--- src/rtl/core/bba_ram.sv ---
`timescale 1ns / 1ps
// Generic simple dual-port RAM with one write port and a registered read.
// Depends on nothing.
module bba_ram #(
   parameter int WIDTH = 8,
   parameter int DEPTH = 16
) (
   input  logic                     clock,
   input  logic                     we,
   input  logic [$clog2(DEPTH)-1:0] waddr,
   input  logic [WIDTH-1:0]         wdata,
   input  logic [$clog2(DEPTH)-1:0] raddr,
   output logic [WIDTH-1:0]         rdata
);
   logic [WIDTH-1:0] mem [DEPTH];
   logic [WIDTH-1:0] rdata_ff;

   always_ff @(posedge clock) begin
      if (we) mem[waddr] <= wdata;
      rdata_ff <= mem[raddr];
   end

   assign rdata = rdata_ff;
endmodule

--- config.mk ---
export PLATFORM = sky130hd
export DESIGN_NAME = bba_ram
export DESIGN_NICKNAME = d
export VERILOG_FILES = /design/src/rtl/core/bba_ram.sv
export SDC_FILE = /design/constraint.sdc
export NUM_CORES = 1
export LEC_CHECK = 0
export BUFFER_PORTS_ARGS = -buffer_cell sky130_fd_sc_hd__buf_4
export CAP_MARGIN = 30
export CORE_UTILIZATION = 50
export CTS_BUF_LIST = sky130_fd_sc_hd__clkbuf_4 sky130_fd_sc_hd__clkbuf_8
export CTS_CLUSTER_DIAMETER = 200
export DETAILED_ROUTE_END_ITERATION = 10
export PLACE_DENSITY = 0.75
export SYNTH_ARGS = -nofsm -noshare
export SYNTH_HDL_FRONTEND = slang
export SYNTH_SLANG_ARGS = --single-unit
export TNS_END_PERCENT = 10
--- constraint.sdc ---
create_clock -name clock -period 3.3 [get_ports clock]
set_input_delay 0.495 -clock clock [delete_from_list [all_inputs] [get_ports clock]]
set_output_delay 0.495 -clock clock [all_outputs]
set_load 0.01 [all_outputs]
==> impl_metrics.csv, run 1 <==
group,metric,value,unit
routing,vias_per_cell,5.71,
clock_network,root_buffer,"clkbuf_8",
sta,drv_slew,0,
layout,nFillCells,678,
critical_path,arrival,2060,ps
clock_network,cts_resized,0,
die,rows,36,
pwr,power.total,3.52,mW
yosys,synth_top_cell_by_area,"edfxtp_1",
grt,grt-ovfl-total,0,
sta,period_needed,1760,ps
grt,grt_pass1_wl,14200,µm
yosys,syn_nets,247,
yosys,ys_seq_area_share,77.8,%
yosys,synth_most_common_cell,"edfxtp_1",
sta,max_slew_margin,34.6,%
critical_path,cp-start-kind,"input pin",
yosys,ys_warn_count,0,
layout,fin_area,0.00586,mm²
placement,io_buffer_count,25,
clock_network,cts_tree,"done",
routing,ant_nets,0,
placement,gp_congestion,0.717,
sta,finalClockSkew,11.4,ps
sta,setup_viol,0,
sta,fmax,569,MHz
die,die_w,103,µm
routing,wl_per_cell,23.2,µm
yosys,netlist_instances,229,
clock_network,clk_latency,430,ps
grt,antenna_found_initial,0,
clock_network,htree_levels,4,
die,die-height,103,µm
routing,vias,2365,
die,initial_core_util,52.2,%
routing,dr.pass1.iters,4,
sta,rsz0062_at_grt,"no",
sta,min_period_over_period,53.3,%
critical_path,crit_type,"input pin to flip-flop",
placement,placed_area,0.00545,mm²
yosys,netlist_area,0.00515,mm²
layout,final_util,59.4,%
sta,worst_pin_slew,977,ps
routing,initialDrtViolationCount,146,
worst_hold_path,hp-class,"input pin to flip-flop",
critical_path,cp.required,3600,ps
yosys,ys_ff_latch,136,
sta,setup_tns,0,ps
pwr,p_leak,1.95,nW
clock_network,cts_sinks,136,
clock_network,clk_pin_slew_worst_paths,80,ps
grt,grtUsageTotal,20.4,%
sta,hold_ws,381,ps
yosys,synth.area.top_cells,"edfxtp_1, mux4_2, mux4_1",
layout,layout.nets,286,
yosys,synth-edff-count,128,
clock_network,numCtsBuffers,17,
clock_network,holdBufCountCts,0,
yosys,ys.flop_type,"edfxtp_1",
sta,hold_viol_final,0,
layout,antenna_cells,0,
yosys,synthDominantCellAreaShare,74.7,%
grt,grt_pass1_vias,2414,
grt,grt_max_degree,33,
die,die_area,0.0107,mm²
clock_network,clockBufferDepth,2,
critical_path,crit_fanout,32,
layout,drive_above_1_share,28.5,%
pwr,max-vdd-ir-drop,0.477,mV
job,drv_cap,0,
yosys,postSynthAreaPerCell,22.5,µm²
yosys,ys_top_cells_by_count,"edfxtp_1, mux4_2, a22oi_1",
routing,drc,0,
yosys,async_reset_ff_share,0,%
run_status,outcome,"finished clean",
routing,routed_wl,9590,µm
clock_network,cts_setup_buffers,0,
layout,synthToLayoutAreaGrowth,13.9,%
yosys,synth.distinct_cells,19,
die,core-area,0.00986,mm²
die,num_io_pins,26,
placement,hpwlAfterDp,5930,µm
pwr,power_density,601,mW/mm²
critical_path,end_kind,"flip-flop",
## cells in the final DEF (no fill, tap or decap), drive strengths merged, types with 3 or more instances in the layout
master / n
a22oi: 16
buf: 30
bufinv: 3
clkbuf: 23
clkinv: 5
dfxtp: 8
edfxtp: 128
mux4: 32
nand2: 9
nor2: 13
nor3: 4
## routing by layer
layer	track usage, %	share of wire, %	vias up
met1	28.1	44	1204
met2	31.0	47	99
met5	0	0	-
met3	6.05	7.8	13
li1	-	-	1049
met4	7.91	1.4	0
## path summary, 6_finish.rpt
| check | from | end | slack, ps | cells after the start |
|---|---|---|---|---|
| hold / removal | wdata[2] | mem[5][2] | 380 | 1 |
| setup reg to reg | mem[10][5] | rdata[5] | 1880 | 3 |
| hold reg to reg | mem[7][1] | rdata[1] | 670 | 3 |
| setup / recovery | raddr[0] | rdata[5] | 1540 | 4 |
## registers in the layout, indices dropped and copies added (netlist names)
register / count
rdata: 8
mem: 128
## per-stage QoR
stage / setup slack (ps) / instances
2_1_floorplan: 1310 / 229
3_3_place_gp: 1080 / 381
3_5_place_dp: 1090 / 381
4_1_cts: 1540 / 413
5_1_grt: 1460 / 414
6_report: 1540 / 414
## final cells by class
type,count,area (µm²),area share [%]
sequential,136,4000,68.3
multi-input combinational,83,1060,18.0
clock buffer,23,285,4.87
timing repair buffer,30,225,3.84
tap,133,166,2.84
clock inverter,9,125,2.13
## critical path, cell delays in order
cell	delay (ps)
buf_4	470
mux4_1	640
a22oi_1	340
nand2_1	90
## report_power, final
part	switching (mW)	internal (mW)	total, mW
Sequential	0.0141	1.93	1.94
Clock	0.592	0.804	1.40
Combinational	0.101	0.0813	0.183
## logic make-up after synthesis
| family | share of synthesized area, % |
|---|---|
| flip-flops | 77.8 |
| AND/OR/NAND/NOR | 3.18 |
| multiplexers | 15.0 |
| AO/OA/AOI/OAI | 2.33 |
| buffers and inverters | 1.68 |
Power figures use the tool's default switching activity.
==> inputs of run 2 (changes only) <==
Clock period 3.3 ns to 1.67 ns, I/O delays scaled along.
==> run 2 against run 1 <==
Effect of this change: highest routed layer unchanged; core utilization grew 1.9 points; via count up 4.3%; count of clock-buffer cells in the layout down 5.
==> impl_metrics.csv, run 2 (synthesis results as in run 1) <==
group,metric,value,unit
run_status,outcome,"finished clean",
die,initial_core_util,52.2,%
grt,grtUsageTotal,20.9,%
die,die_w,103,µm
placement,dpl.cell_count,400,
sta,rsz0062_at_grt,"no",
clock_network,clockBufferDepth,2,
critical_path,crit_fanout,1,
critical_path,arrival,1630,ps
sta,drv_slew,0,
pwr,switching_share,20.0,%
pwr,power_density,1160,mW/mm²
sta,finalWorstSetupSlack,326,ps
layout,antenna_cells,0,
grt,grt-ovfl-total,0,
job,drv_cap,0,
routing,wl_per_cell,22.2,µm
grt,grt_pass1_wl,14700,µm
clock_network,htree_levels,4,
pwr,power_frac_comb,5.6,%
sta,fmax,744,MHz
placement,dp_slack,43.6,ps
grt,antenna_found_initial,0,
critical_path,end_kind,"flip-flop",
die,die_area,0.0107,mm²
layout,synthToLayoutAreaGrowth,17.6,%
sta,setup_viol,0,
pwr,pwr-share-seq,54.6,%
critical_path,crit_type,"flip-flop to flip-flop",
sta,setup_tns,0,ps
clock_network,cts_resized,0,
critical_path,r2r_slack,330,ps
sta,finalClockSkew,6.91,ps
sta,worst_pin_slew,360,ps
sta,min_period_over_period,80.5,%
layout,final_common_cell,"edfxtp_1",
sta,hold_viol_final,0,
grt,grt_max_degree,20,
layout,largest_reg_flops,128,
clock_network,clk_pin_slew_worst_paths,70,ps
placement,hpwlAfterDp,6280,µm
layout,layout.nets,304,
die,rows,36,
grt,grt_pass1_vias,2538,
pwr,p_leak,2.06,nW
die,num_io_pins,26,
layout,fin_area,0.00605,mm²
pwr,p_int,5.62,mW
placement,placed_area,0.00563,mm²
clock_network,cts_setup_buffers,0,
routing,dr.pass1.iters,4,
placement,io_buffer_count,25,
worst_hold_path,hp-class,"input pin to flip-flop",
routing,ant_nets,0,
pwr,pwr-share-clk,39.8,%
clock_network,root_buffer,"clkbuf_8",
clock_network,cts_sinks,136,
routing,vias,2467,
routing,drc,0,
pwr,max-vdd-ir-drop,0.666,mV
routing,vias_per_cell,5.71,
layout,final_cells,432,
layout,final_util,61.4,%
layout,largest-register,"mem",
routing,initialDrtViolationCount,191,
placement,gp_congestion,0.758,
clock_network,holdBufCountCts,0,
layout,layout_common_cells,"edfxtp_1, buf_4, mux4_2",
critical_path,cp-start-kind,"flip-flop",
die,die-height,103,µm
clock_network,numCtsBuffers,17,
layout,drive_above_1_share,32.1,%
clock_network,cts_tree,"done",
sta,max_slew_margin,76.0,%
routing,routed_wl,9590,µm
clock_network,clk_latency,420,ps
critical_path,cp.required,1960,ps
sta,period_needed,1340,ps
pwr,p_sw,1.41,mW
die,core-area,0.00986,mm²
[run 2: area by class of cell]
| class | count | area (µm²) |
|---|---|---|
| fill | 664 | 3810 |
| tap | 133 | 166 |
| sequential | 136 | 4000 |
| clock inverter | 14 | 181 |
| timing repair buffer | 48 | 398 |
| multi-input combinational | 83 | 1060 |
| clock buffer | 18 | 241 |
[run 2: critical path: stages, from the launching register on]
cell and delay, ps:
edfxtp_1 370, mux4_1 550, a22oi_1 200, nand2_1 110
[run 2: metrics by stage]
step           hold WS, ps  power (mW)
4_1_cts                123        7.09
5_1_grt                110        7.27
2_1_floorplan          349        4.11
6_report               140        7.03
3_3_place_gp           551        4.30
3_5_place_dp           570        4.31
[run 2: power groups by stage]
stage	sequential, mW	clock, mW	combinational (mW)
after floorplan	3.91	0	0.194
after global placement	3.91	0	0.390
after detailed placement	3.91	0	0.402
after CTS	3.84	2.85	0.403
after global routing	3.84	3.00	0.431
final	3.84	2.80	0.395
[run 2: final timing paths]
check / to / startpoint / cells after the start
hold reg to reg: rdata[6] / mem[6][6] / 3
hold / removal: mem[12][5] / wdata[5] / 1
setup reg to reg: rdata[2] / mem[5][2] / 3
setup / recovery: rdata[2] / mem[5][2] / 3
[run 2: per-layer routing]
metal	up-vias	wire length (µm)	track usage, %	part of all wire (%)
met5	-	0	0	0
met4	0	39	6.72	0.41
met3	4	775	6.18	8.1
met2	102	4810	32.1	50
met1	1274	3970	29.2	41
li1	1087	-	-	-
